<file path="config.mk">
export PLATFORM = sky130hd
export DESIGN_NAME = particle_swarm_update_flat
export DESIGN_NICKNAME = d
export VERILOG_FILES = /design/src/psu_pkg.sv /design/src/psu_chan_if.sv /design/src/psu_ram.sv /design/src/particle_swarm_update.sv /design/src/flat_wrapper.sv
export SDC_FILE = /design/constraint.sdc
export NUM_CORES = 2
export LEC_CHECK = 0
export ABC_AREA = 1
export ABC_CLOCK_PERIOD_IN_PS = 22700
export BUFFER_PORTS_ARGS = -buffer_cell sky130_fd_sc_hd__buf_2
export CAP_MARGIN = 20
export CORE_ASPECT_RATIO = 1.75
export CORE_MARGIN = 3
export CORE_UTILIZATION = 40
export DETAILED_ROUTE_END_ITERATION = 16
export GPL_ROUTABILITY_DRIVEN = 0
export PLACE_DENSITY = 0.53
export SLEW_MARGIN = 20
export SYNTH_ARGS = -nofsm -noshare
export SYNTH_HDL_FRONTEND = slang
export SYNTH_HIERARCHICAL = 1
export SYNTH_SLANG_ARGS = --single-unit
export TNS_END_PERCENT = 20
</file>
<file path="constraint.sdc">
create_clock -name clk -period 22.7 [get_ports clk]
set_clock_uncertainty 0.2 [all_clocks]
set_input_delay 2.27 -clock clk [delete_from_list [all_inputs] [get_ports clk]]
set_output_delay 2.27 -clock clk [all_outputs]
set_load 0.02 [all_outputs]
</file>
<file path="src/psu_pkg.sv">
// ----------------------------------------------------------------------------
// psu_pkg: shared types and constants of the particle swarm update engine
// Payload structs, sequencer codes, register indexes and helper functions.
// ----------------------------------------------------------------------------
package psu_pkg;

  localparam int NUM_PARTICLES_DEF = 16;
  localparam int WORD_W            = 16;
  localparam int FIT_W             = 17;
  localparam int IDX_W             = 4;
  localparam int CFG_IDX_W         = 3;
  localparam int MUL_W             = 18;
  localparam int PROD_W            = 2 * MUL_W;
  localparam int ACC_W             = 24;
  localparam int FRAC_SH           = 12;
  localparam int RC_SH             = 16;

  localparam logic [FIT_W-1:0] FIT_ALL_ONES = '1;

  typedef enum logic {
    OP_LOAD   = 1'b0,
    OP_UPDATE = 1'b1
  } opcode_t;

  typedef enum logic [CFG_IDX_W-1:0] {
    CFG_INERTIA   = 3'd0,
    CFG_COGNITIVE = 3'd1,
    CFG_SOCIAL    = 3'd2,
    CFG_POS_MIN   = 3'd3,
    CFG_POS_MAX   = 3'd4,
    CFG_SPEED_MAX = 3'd5
  } cfg_idx_t;

  typedef enum logic [2:0] {
    MS_RC1      = 3'd0,
    MS_RC2      = 3'd1,
    MS_INERTIA  = 3'd2,
    MS_COG      = 3'd3,
    MS_SOC      = 3'd4
  } mul_step_t;

  typedef enum logic [2:0] {
    ST_IDLE,
    ST_ISSUE,
    ST_DRAIN,
    ST_CLAMP_V,
    ST_CLAMP_X,
    ST_FIT,
    ST_COMMIT
  } state_t;

  typedef struct packed {
    opcode_t                  opcode;
    logic [IDX_W-1:0]         particle;
    logic signed [WORD_W-1:0] load_pos_x;
    logic signed [WORD_W-1:0] load_pos_y;
    logic signed [WORD_W-1:0] load_vel_x;
    logic signed [WORD_W-1:0] load_vel_y;
    logic [WORD_W-1:0]        rand_pb_x;
    logic [WORD_W-1:0]        rand_gb_x;
    logic [WORD_W-1:0]        rand_pb_y;
    logic [WORD_W-1:0]        rand_gb_y;
    logic                     end_of_sweep;
  } psu_in_t;

  typedef struct packed {
    logic [IDX_W-1:0]         particle_out;
    logic signed [WORD_W-1:0] new_x;
    logic signed [WORD_W-1:0] new_y;
    logic [FIT_W-1:0]         fitness;
    logic signed [WORD_W-1:0] swarm_best_x;
    logic signed [WORD_W-1:0] swarm_best_y;
    logic                     converged;
  } psu_out_t;

  typedef struct packed {
    logic signed [WORD_W-1:0] pos_x;
    logic signed [WORD_W-1:0] pos_y;
    logic signed [WORD_W-1:0] vel_x;
    logic signed [WORD_W-1:0] vel_y;
    logic signed [WORD_W-1:0] best_x;
    logic signed [WORD_W-1:0] best_y;
  } particle_rec_t;

  function automatic logic [FIT_W-1:0] psu_abs(input logic signed [WORD_W-1:0] v);
    logic [FIT_W-1:0] e;
    e = {v[WORD_W-1], v};
    return v[WORD_W-1] ? (FIT_W'(0) - e) : e;
  endfunction

  // index reduced modulo the swarm size; at most seven subtractions for n >= 2
  function automatic logic [IDX_W-1:0] psu_wrap(input logic [IDX_W-1:0] idx,
                                                input int n);
    logic [IDX_W-1:0] r;
    r = idx;
    for (int i = 0; i < 8; i++) begin
      if (int'(r) >= n) begin
        r = r - IDX_W'(n);
      end
    end
    return r;
  endfunction

  function automatic logic psu_near_zero(input logic signed [WORD_W-1:0] bx,
                                         input logic signed [WORD_W-1:0] by);
    return (bx > -16'sd256) && (bx < 16'sd256) && (by > -16'sd256) && (by < 16'sd256);
  endfunction

endpackage

</file>
<file path="src/psu_chan_if.sv">
// ----------------------------------------------------------------------------
// psu_chan_if: valid/ready channel
// Carries one payload per transfer; source drives valid and data.
// ----------------------------------------------------------------------------
interface psu_chan_if #(
  parameter type payload_t = logic
);
  logic     valid;
  logic     ready;
  payload_t data;

  modport source (output valid, output data, input ready);
  modport sink   (input valid, input data, output ready);
endinterface

</file>
<file path="src/psu_ram.sv">
// ----------------------------------------------------------------------------
// psu_ram: generic single-write, single-read RAM
// One write port, one read port with registered read data.
// ----------------------------------------------------------------------------
module psu_ram #(
  parameter int WIDTH = 8,
  parameter int DEPTH = 16
) (
  input  logic                     clk,
  input  logic                     we,
  input  logic [$clog2(DEPTH)-1:0] waddr,
  input  logic [WIDTH-1:0]         wdata,
  input  logic [$clog2(DEPTH)-1:0] raddr,
  output logic [WIDTH-1:0]         rdata
);
  logic [WIDTH-1:0] mem [DEPTH];

  always_ff @(posedge clk) begin
    if (we) begin
      mem[waddr] <= wdata;
    end
    rdata <= mem[raddr];
  end
endmodule

</file>
<file path="src/particle_swarm_update.sv">
// ----------------------------------------------------------------------------
// particle_swarm_update: 2-D fixed-point particle swarm engine, global best
// Load: the item passes the fit and commit states to the result. Update:
// ten products on one shared 18x18 multiplier, a drain and the velocity and
// position clamp states per axis, then fitness and commit. One item in flight:
// a new item is taken only in idle; commit waits while a result is held.
// Synchronous reset clears control and swarm registers and loads config defaults, not the RAM.
// ----------------------------------------------------------------------------
module particle_swarm_update #(
  parameter int NUM_PARTICLES = psu_pkg::NUM_PARTICLES_DEF
) (
  input  logic                           clk,
  input  logic                           rst,
  psu_chan_if.sink                       items,
  psu_chan_if.source                     results,
  input  logic                           cfg_en,
  input  logic [psu_pkg::CFG_IDX_W-1:0]  cfg_index,
  input  logic [psu_pkg::WORD_W-1:0]     cfg_data
);
  localparam int PIDX_W = $clog2(NUM_PARTICLES);
  localparam int W      = psu_pkg::WORD_W;
  localparam int REC_W  = $bits(psu_pkg::particle_rec_t);

  psu_pkg::state_t state, state_next;

  // configuration
  logic [W-1:0]        inertia;
  logic [W-1:0]        cognitive_gain;
  logic [W-1:0]        social_gain;
  logic signed [W-1:0] pos_min;
  logic signed [W-1:0] pos_max;
  logic [W-2:0]        speed_max;

  // swarm state
  logic signed [W-1:0]             gbest_x, gbest_y;
  logic signed [W-1:0]             lead_x, lead_y;
  logic [psu_pkg::FIT_W-1:0]       sweep_min;

  // item work registers
  psu_pkg::psu_in_t                item;
  logic [psu_pkg::IDX_W-1:0]       p_reg;
  psu_pkg::mul_step_t              step;
  logic                            axis;
  logic signed [psu_pkg::PROD_W-1:0] prod;
  psu_pkg::mul_step_t              prod_tag;
  logic                            prod_vld;
  logic [W-1:0]                    rc1, rc2;
  logic signed [psu_pkg::ACC_W-1:0] acc;
  logic signed [W-1:0]             v_cl;
  logic signed [W-1:0]             nx, ny, nvx, nvy;
  logic [psu_pkg::FIT_W-1:0]       fit, pfit;

  psu_pkg::psu_out_t               res;
  logic                            res_vld;

  // RAM
  psu_pkg::particle_rec_t          rec, rec_wr;
  logic [REC_W-1:0]                rd_raw;
  logic [PIDX_W-1:0]               rd_addr;
  logic                            ram_we;

  // control
  logic                            accept;
  logic                            commit_go;
  logic signed [psu_pkg::MUL_W-1:0] mul_a, mul_b;

  // datapath views
  logic signed [W-1:0]             x_cur, v_cur, b_cur, g_cur;
  logic [W-1:0]                    r_pb, r_gb;
  logic signed [W:0]               diff_pb, diff_gb;
  logic signed [psu_pkg::ACC_W-1:0] lim, neg_lim;
  logic signed [psu_pkg::ACC_W-1:0] prod_sh;
  logic signed [W:0]               x_sum, hi_e, lo_e;
  logic signed [W-1:0]             best_sel_x, best_sel_y;
  logic signed [W-1:0]             lead_nx, lead_ny, gb_nx, gb_ny;

  assign rec = psu_pkg::particle_rec_t'(rd_raw);

  psu_ram #(
    .WIDTH (REC_W),
    .DEPTH (NUM_PARTICLES)
  ) u_ram (
    .clk   (clk),
    .we    (ram_we),
    .waddr (PIDX_W'(p_reg)),
    .wdata (REC_W'(rec_wr)),
    .raddr (rd_addr),
    .rdata (rd_raw)
  );

  assign rd_addr = (state == psu_pkg::ST_IDLE)
                 ? PIDX_W'(psu_pkg::psu_wrap(items.data.particle, NUM_PARTICLES))
                 : PIDX_W'(p_reg);

  // per-axis operands
  always_comb begin
    x_cur   = axis ? rec.pos_y : rec.pos_x;
    v_cur   = axis ? rec.vel_y : rec.vel_x;
    b_cur   = axis ? rec.best_y : rec.best_x;
    g_cur   = axis ? gbest_y : gbest_x;
    r_pb    = axis ? item.rand_pb_y : item.rand_pb_x;
    r_gb    = axis ? item.rand_gb_y : item.rand_gb_x;
    diff_pb = {b_cur[W-1], b_cur} - {x_cur[W-1], x_cur};
    diff_gb = {g_cur[W-1], g_cur} - {x_cur[W-1], x_cur};
    lim     = psu_pkg::ACC_W'({1'b0, speed_max});
    neg_lim = -lim;
    prod_sh = prod[psu_pkg::PROD_W-1:psu_pkg::FRAC_SH];
    x_sum   = {x_cur[W-1], x_cur} + {v_cl[W-1], v_cl};
    hi_e    = {pos_max[W-1], pos_max};
    lo_e    = {pos_min[W-1], pos_min};
  end

  // personal best and sweep lead for this item
  always_comb begin
    if (item.opcode == psu_pkg::OP_LOAD || pfit > fit) begin
      best_sel_x = nx;
      best_sel_y = ny;
    end else begin
      best_sel_x = rec.best_x;
      best_sel_y = rec.best_y;
    end
    if (fit < sweep_min) begin
      lead_nx = best_sel_x;
      lead_ny = best_sel_y;
    end else begin
      lead_nx = lead_x;
      lead_ny = lead_y;
    end
    gb_nx = item.end_of_sweep ? lead_nx : gbest_x;
    gb_ny = item.end_of_sweep ? lead_ny : gbest_y;
    rec_wr.pos_x  = nx;
    rec_wr.pos_y  = ny;
    rec_wr.vel_x  = nvx;
    rec_wr.vel_y  = nvy;
    rec_wr.best_x = best_sel_x;
    rec_wr.best_y = best_sel_y;
  end

  // next state
  always_comb begin
    state_next = state;
    unique case (state)
      psu_pkg::ST_IDLE: begin
        if (items.valid) begin
          state_next = (items.data.opcode == psu_pkg::OP_LOAD)
                     ? psu_pkg::ST_FIT : psu_pkg::ST_ISSUE;
        end
      end
      psu_pkg::ST_ISSUE: begin
        if (step == psu_pkg::MS_SOC) begin
          state_next = psu_pkg::ST_DRAIN;
        end
      end
      psu_pkg::ST_DRAIN:   state_next = psu_pkg::ST_CLAMP_V;
      psu_pkg::ST_CLAMP_V: state_next = psu_pkg::ST_CLAMP_X;
      psu_pkg::ST_CLAMP_X: state_next = axis ? psu_pkg::ST_FIT : psu_pkg::ST_ISSUE;
      psu_pkg::ST_FIT:     state_next = psu_pkg::ST_COMMIT;
      psu_pkg::ST_COMMIT: begin
        if (commit_go) begin
          state_next = psu_pkg::ST_IDLE;
        end
      end
      default: state_next = psu_pkg::ST_IDLE;
    endcase
  end

  // control outputs and multiplier operands
  always_comb begin
    items.ready = (state == psu_pkg::ST_IDLE);
    accept      = items.valid && items.ready;
    commit_go   = (state == psu_pkg::ST_COMMIT) && !(res_vld && !results.ready);
    ram_we      = commit_go;
    mul_a       = '0;
    mul_b       = '0;
    case (step)
      psu_pkg::MS_RC1: begin
        mul_a = psu_pkg::MUL_W'(r_pb);
        mul_b = psu_pkg::MUL_W'(cognitive_gain);
      end
      psu_pkg::MS_RC2: begin
        mul_a = psu_pkg::MUL_W'(r_gb);
        mul_b = psu_pkg::MUL_W'(social_gain);
      end
      psu_pkg::MS_INERTIA: begin
        mul_a = psu_pkg::MUL_W'(inertia);
        mul_b = psu_pkg::MUL_W'(v_cur);
      end
      psu_pkg::MS_COG: begin
        mul_a = psu_pkg::MUL_W'(rc1);
        mul_b = psu_pkg::MUL_W'(diff_pb);
      end
      psu_pkg::MS_SOC: begin
        mul_a = psu_pkg::MUL_W'(rc2);
        mul_b = psu_pkg::MUL_W'(diff_gb);
      end
      default: begin
        mul_a = '0;
        mul_b = '0;
      end
    endcase
  end

  assign results.valid = res_vld;
  assign results.data  = res;

  // configuration
  always_ff @(posedge clk) begin
    if (rst) begin
      inertia        <= 16'd4096;
      cognitive_gain <= 16'd8192;
      social_gain    <= 16'd8192;
      pos_min        <= -16'sd25600;
      pos_max        <= 16'sd25600;
      speed_max      <= 15'd25600;
    end else if (cfg_en) begin
      unique case (psu_pkg::cfg_idx_t'(cfg_index))
        psu_pkg::CFG_INERTIA:   inertia        <= cfg_data;
        psu_pkg::CFG_COGNITIVE: cognitive_gain <= cfg_data;
        psu_pkg::CFG_SOCIAL:    social_gain    <= cfg_data;
        psu_pkg::CFG_POS_MIN:   pos_min        <= cfg_data;
        psu_pkg::CFG_POS_MAX:   pos_max        <= cfg_data;
        psu_pkg::CFG_SPEED_MAX: speed_max      <= cfg_data[W-2:0];
        default: ;
      endcase
    end
  end

  // control state
  always_ff @(posedge clk) begin
    if (rst) begin
      state     <= psu_pkg::ST_IDLE;
      step      <= psu_pkg::MS_RC1;
      axis      <= 1'b0;
      prod_vld  <= 1'b0;
      res_vld   <= 1'b0;
      gbest_x   <= '0;
      gbest_y   <= '0;
      lead_x    <= '0;
      lead_y    <= '0;
      sweep_min <= psu_pkg::FIT_ALL_ONES;
    end else begin
      state    <= state_next;
      prod_vld <= (state == psu_pkg::ST_ISSUE);
      if (accept) begin
        step <= psu_pkg::MS_RC1;
        axis <= 1'b0;
      end else if (state == psu_pkg::ST_ISSUE && step != psu_pkg::MS_SOC) begin
        step <= psu_pkg::mul_step_t'(step + 3'd1);
      end else if (state == psu_pkg::ST_CLAMP_X) begin
        step <= psu_pkg::MS_RC1;
        axis <= 1'b1;
      end
      if (commit_go) begin
        res_vld <= 1'b1;
      end else if (results.ready) begin
        res_vld <= 1'b0;
      end
      if (commit_go) begin
        lead_x <= lead_nx;
        lead_y <= lead_ny;
        if (item.end_of_sweep) begin
          gbest_x   <= lead_nx;
          gbest_y   <= lead_ny;
          sweep_min <= psu_pkg::FIT_ALL_ONES;
        end else if (fit < sweep_min) begin
          sweep_min <= fit;
        end
      end
    end
  end

  // datapath
  always_ff @(posedge clk) begin
    prod     <= mul_a * mul_b;
    prod_tag <= step;
    if (accept) begin
      item  <= items.data;
      p_reg <= psu_pkg::psu_wrap(items.data.particle, NUM_PARTICLES);
      nx    <= items.data.load_pos_x;
      ny    <= items.data.load_pos_y;
      nvx   <= items.data.load_vel_x;
      nvy   <= items.data.load_vel_y;
    end
    if (prod_vld) begin
      case (prod_tag)
        psu_pkg::MS_RC1:     rc1 <= prod[psu_pkg::RC_SH+W-1:psu_pkg::RC_SH];
        psu_pkg::MS_RC2:     rc2 <= prod[psu_pkg::RC_SH+W-1:psu_pkg::RC_SH];
        psu_pkg::MS_INERTIA: acc <= prod_sh;
        default:             acc <= acc + prod_sh;
      endcase
    end
    if (state == psu_pkg::ST_CLAMP_V) begin
      if (acc < neg_lim) begin
        v_cl <= W'(neg_lim);
      end else if (acc > lim) begin
        v_cl <= W'(lim);
      end else begin
        v_cl <= W'(acc);
      end
    end
    if (state == psu_pkg::ST_CLAMP_X) begin
      if (axis) begin
        nvy <= v_cl;
        ny  <= (x_sum > hi_e) ? pos_max : (x_sum < lo_e) ? pos_min : W'(x_sum);
      end else begin
        nvx <= v_cl;
        nx  <= (x_sum > hi_e) ? pos_max : (x_sum < lo_e) ? pos_min : W'(x_sum);
      end
    end
    if (state == psu_pkg::ST_FIT) begin
      fit  <= psu_pkg::psu_abs(nx) + psu_pkg::psu_abs(ny);
      pfit <= psu_pkg::psu_abs(rec.best_x) + psu_pkg::psu_abs(rec.best_y);
    end
    if (commit_go) begin
      res.particle_out <= p_reg;
      res.new_x        <= nx;
      res.new_y        <= ny;
      res.fitness      <= fit;
      res.swarm_best_x <= gb_nx;
      res.swarm_best_y <= gb_ny;
      res.converged    <= psu_pkg::psu_near_zero(gb_nx, gb_ny);
    end
  end
endmodule

</file>
<file path="src/flat_wrapper.sv">
// flat-port wrapper written by rule: the top's interface ports become plain ports
module particle_swarm_update_flat import psu_pkg::*;
#(
  parameter int NUM_PARTICLES = psu_pkg::NUM_PARTICLES_DEF
)
  (clk, rst, cfg_en, cfg_index, cfg_data, items_valid, items_data, items_ready, results_valid, results_data, results_ready);
  psu_chan_if #(.payload_t(psu_in_t)) items_i ();
  psu_chan_if #(.payload_t(psu_out_t)) results_i ();
  input  logic clk;
  input  logic rst;
  input  logic cfg_en;
  input  logic [psu_pkg::CFG_IDX_W-1:0] cfg_index;
  input  logic [psu_pkg::WORD_W-1:0] cfg_data;
  input wire logic [$bits(items_i.valid)-1:0] items_valid;
  input wire logic [$bits(items_i.data)-1:0] items_data;
  output wire logic [$bits(items_i.ready)-1:0] items_ready;
  output wire logic [$bits(results_i.valid)-1:0] results_valid;
  output wire logic [$bits(results_i.data)-1:0] results_data;
  input wire logic [$bits(results_i.ready)-1:0] results_ready;
  assign items_i.valid = items_valid;
  assign items_i.data = items_data;
  assign items_ready = items_i.ready;
  assign results_valid = results_i.valid;
  assign results_data = results_i.data;
  assign results_i.ready = results_ready;
  particle_swarm_update #(.NUM_PARTICLES(NUM_PARTICLES)) u_core (.clk(clk), .rst(rst), .items(items_i), .results(results_i), .cfg_en(cfg_en), .cfg_index(cfg_index), .cfg_data(cfg_data));
endmodule
</file>
==> results.txt <==
The share of the cycle needed by the critical path after routing is 46.1%. The count of final max-slew check failures came out at 0. Counting cells, the worst reg-to-reg path comes to 44. The average wire length per cell after detail routing is 24.8 µm. The global routing usage summed across all routing layers came out at 27.0%. The register cell area after layout is 61,400 µm². The required time reported for the critical path endpoint is 23.27 ns. A synthesized cell averages 9.51 µm². The post-route antenna net violation count came out at 0.

The number of nets in the finished design is 12,277. The later pin in the worst-skew pair is clocked with a latency of 0.91 ns. The total placed instance area is 113,000 µm².

The H-tree generated during clock tree synthesis spans 4 levels. At the worst endpoint, the arrival time is 11.04 ns. The number of resized instances in the post-cts repair step came out at 0.

The DRC violation count after routing is 0. The die is 400 µm wide. The half-perimeter wire length after detailed placement came out at 245,000 µm. The initial core utilization is 40.3%.

The total negative slack for setup checks came out at 0 ns. The type of the worst min-delay path is flip-flop to flip-flop. The worst hold path begins at u_core/step[2]$_SDFFE_PP0P_. u_core/u_ram/mem holds more flip-flops than any other register. Summed over all layers, the routed wires come to 380,000 µm.

The total grt overflow came out at 0. The first-iteration detailed-routing DRC count is 7,091. The number of antenna violations at the first check in global routing came out at 63. The transition time at the pin with the least slew margin came out at 1.21 ns. The post-cts hold buffer count is 0.

In this design, the largest share of critical-path delay is due to adder cells. Setup repair after global routing left no endpoint under its margin. The post-CTS setup repair buffer count came out at 0.

The tree is rooted in a sky130_fd_sc_hd__clkbuf_16. The cell count after synthesis is 11,423. The number of endpoints failing setup at the final stage came out at 0.

On the critical path, the stage with the largest delay is an instance of sky130_fd_sc_hd__nand2_1. The highest ir drop seen on vdd is 0.104 mV. The leakage power is 0.0529 µW. The maximum fanout encountered on the critical timing path is 21. Of the synthesized area, sequential elements account for 56.5%. The setup slack on the worst flop-to-flop path came out at 12.23 ns. The worst setup path is launched from a flip-flop. The count of different cell masters after synthesis came out at 66. In this design, the critical path's most frequently occurring cell is sky130_fd_sc_hd__nand2_1.

The layout has 25,540 filler cells. After synthesis, the cell types taking the most area are sky130_fd_sc_hd__edfxtp_1 (50%), sky130_fd_sc_hd__nand2_1 (11%), sky130_fd_sc_hd__inv_1 (7.0%), sky130_fd_sc_hd__dfxtp_1 (6.8%), sky130_fd_sc_hd__nand3_1 (6.3%). The clock-pin transition on the worst setup and hold timing paths came out at 0.07 ns. The number of flip-flops in the largest register is 1,536. The worst pin sits at a relative slew slack of 19.3%.

The number of synthesized flops with an enable pin came out at 1,798. The total CTS buffers is 208. By instance count, the leading cell after synthesis is sky130_fd_sc_hd__nand2_1. The number of port buffers is 245. The finished layout cell area is 120,000 µm². The critical path's largest stage delay came out at 0.66 ns. The tool flagged a number of max-cap violations equal to 0. The post-synth net total is 12,154. The main flop type after synthesis is sky130_fd_sc_hd__edfxtp_1. The total buffers and inverters traversed by the critical path came out at 9. The endpoint of the worst hold-timing path is u_core/prod_tag[2]$_DFF_P_.

The beginning of the worst register-to-register path is u_core/step[0]$_SDFFE_PP0P_. The total number of vias is 80,909. The global-route wire length before repair came out at 544,000 µm.

The largest total area in the synthesized netlist belongs to sky130_fd_sc_hd__edfxtp_1. The number of global-route vias before repair is 79,067. The top-area cell type share of the netlist area came out at 49.7%. Static timing analysis puts the maximum clock frequency at 0.0955 GHz. The number of iterations in the first detailed-routing pass is 6. The power density over the cells is 133 nW/µm².

Sorting the synthesized cells by how often they occur yields sky130_fd_sc_hd__nand2_1 (3,100), sky130_fd_sc_hd__inv_1 (2,031), sky130_fd_sc_hd__edfxtp_1 (1,798). The post-layout minimum cycle time came out at 10.47 ns. In this run the vertical extent of the chip is 695 µm. The maximum number of buffers from clock root to sink is 4.

The multi-input combinational cells in the finished layout cover a total of 37,300 µm². The cell area after technology mapping is 109,000 µm². Of the cells placed in the final design, the portion with a size suffix greater than 1 is 7.31%. The flow ran to the end, and the final reports show no timing, DRC or antenna violations. For this run, asynchronously set or reset flops after synthesis account for 0%. The synthesis-to-layout area growth came out at 10.8%. TritonCTS built the clock tree. The die covers 278,000 µm². STA classifies the critical path endpoint as a flip-flop. The critical path is of the flip-flop to flip-flop type. Along the worst hold path, the cell count comes to 0. The placeable core area came out at 270,000 µm². The flip-flop and latch count after synthesis came out at 2,169.

The hold violation total from the final report came out at 0. The number of vias per cell came out at 5.29. The number of placement rows is 252. The endpoint identified for the worst register-to-register timing path is u_core/prod[33]$_DFF_P_. Yosys printed 6 warnings. The count of clock tree sinks is 2,169. Pin placement for this block handled 246 I/O pins. The largest net degree at the start of global routing is 203.
==> worst max path at each step <==
stage          cells after the start                                 to  slack (ns)                        start
2_1_floorplan                      7  u_core/u_ram/mem[12][0]$_DFFE_PP_       12.07                results_ready
3_3_place_gp                      44            u_core/prod[33]$_DFF_P_       12.42  u_core/step[0]$_SDFFE_PP0P_
3_5_place_dp                      44            u_core/prod[33]$_DFF_P_       12.47  u_core/step[0]$_SDFFE_PP0P_
4_1_cts                           44            u_core/prod[33]$_DFF_P_       12.42  u_core/step[0]$_SDFFE_PP0P_
5_1_grt                           44            u_core/prod[33]$_DFF_P_       11.71  u_core/step[0]$_SDFFE_PP0P_
6_report                          44            u_core/prod[33]$_DFF_P_       12.23  u_core/step[0]$_SDFFE_PP0P_
==> cells by family after synthesis <==
kind of cell             synth area share (%)
XOR/XNOR                                 1.12
buffers and inverters                    9.45
AND/OR/NAND/NOR                          19.6
AO/OA/AOI/OAI                            4.75
flip-flops                               56.5
adder cells (fa/ha/maj)                  8.58
==> per-layer routing <==
layer	GRT usage [%]	part of all wire (%)	up-vias
li1	-	-	37083
met1	31.2	37	39666
met2	45.0	48	3125
met3	4.13	6.1	1017
met4	20.1	9.0	18
met5	0	0.030	-
==> cell usage in the layout (no fill, tap or decap), drive strengths merged, types with 33 or more instances in the layout <==
| master | instances |
|---|---|
| nand2 | 3119 |
| inv | 2053 |
| edfxtp | 1798 |
| nand3 | 1366 |
| nor2 | 448 |
| buf | 405 |
| o21ai | 385 |
| dfxtp | 371 |
| a21oi | 345 |
| ha | 287 |
| clkbuf | 287 |
| fa | 286 |
| xor2 | 106 |
| o211ai | 89 |
| clkinv | 71 |
| nor3 | 42 |
| or2 | 34 |
| xnor2 | 33 |
==> through the flow <==
stage	hold slack, ns	setup WS (ns)	utilization [%]	std cells	total power, µW
finish	0.197	12.23	44.6	15297	16000
CTS	0.197	12.42	44.6	15266	16000
global route	0.208	11.71	44.6	15281	16900
global placement	0.171	12.42	42.1	14885	12400
detailed placement	0.184	12.47	42.1	14888	12400
floorplan	0.164	12.07	-	11423	9730
==> power breakdown <==
part | total, µW | switching, µW | internal (µW)
clock | 3540 | 1550 | 1990
combinational | 6730 | 4830 | 1890
sequential | 5760 | 642 | 5110
total | 16000 | 7030 | 9000
==> area by class of cell <==
cell class | instances | area share (%)
clock inverter | 91 | 0.784
multi-input combinational | 6707 | 31.0
clock buffer | 287 | 4.82
sequential | 2169 | 51.1
inverter | 2055 | 6.44
timing repair buffer | 405 | 2.14
antenna | 27 | 0.0562
tap | 3556 | 3.70
Power figures use the tool's default switching activity.
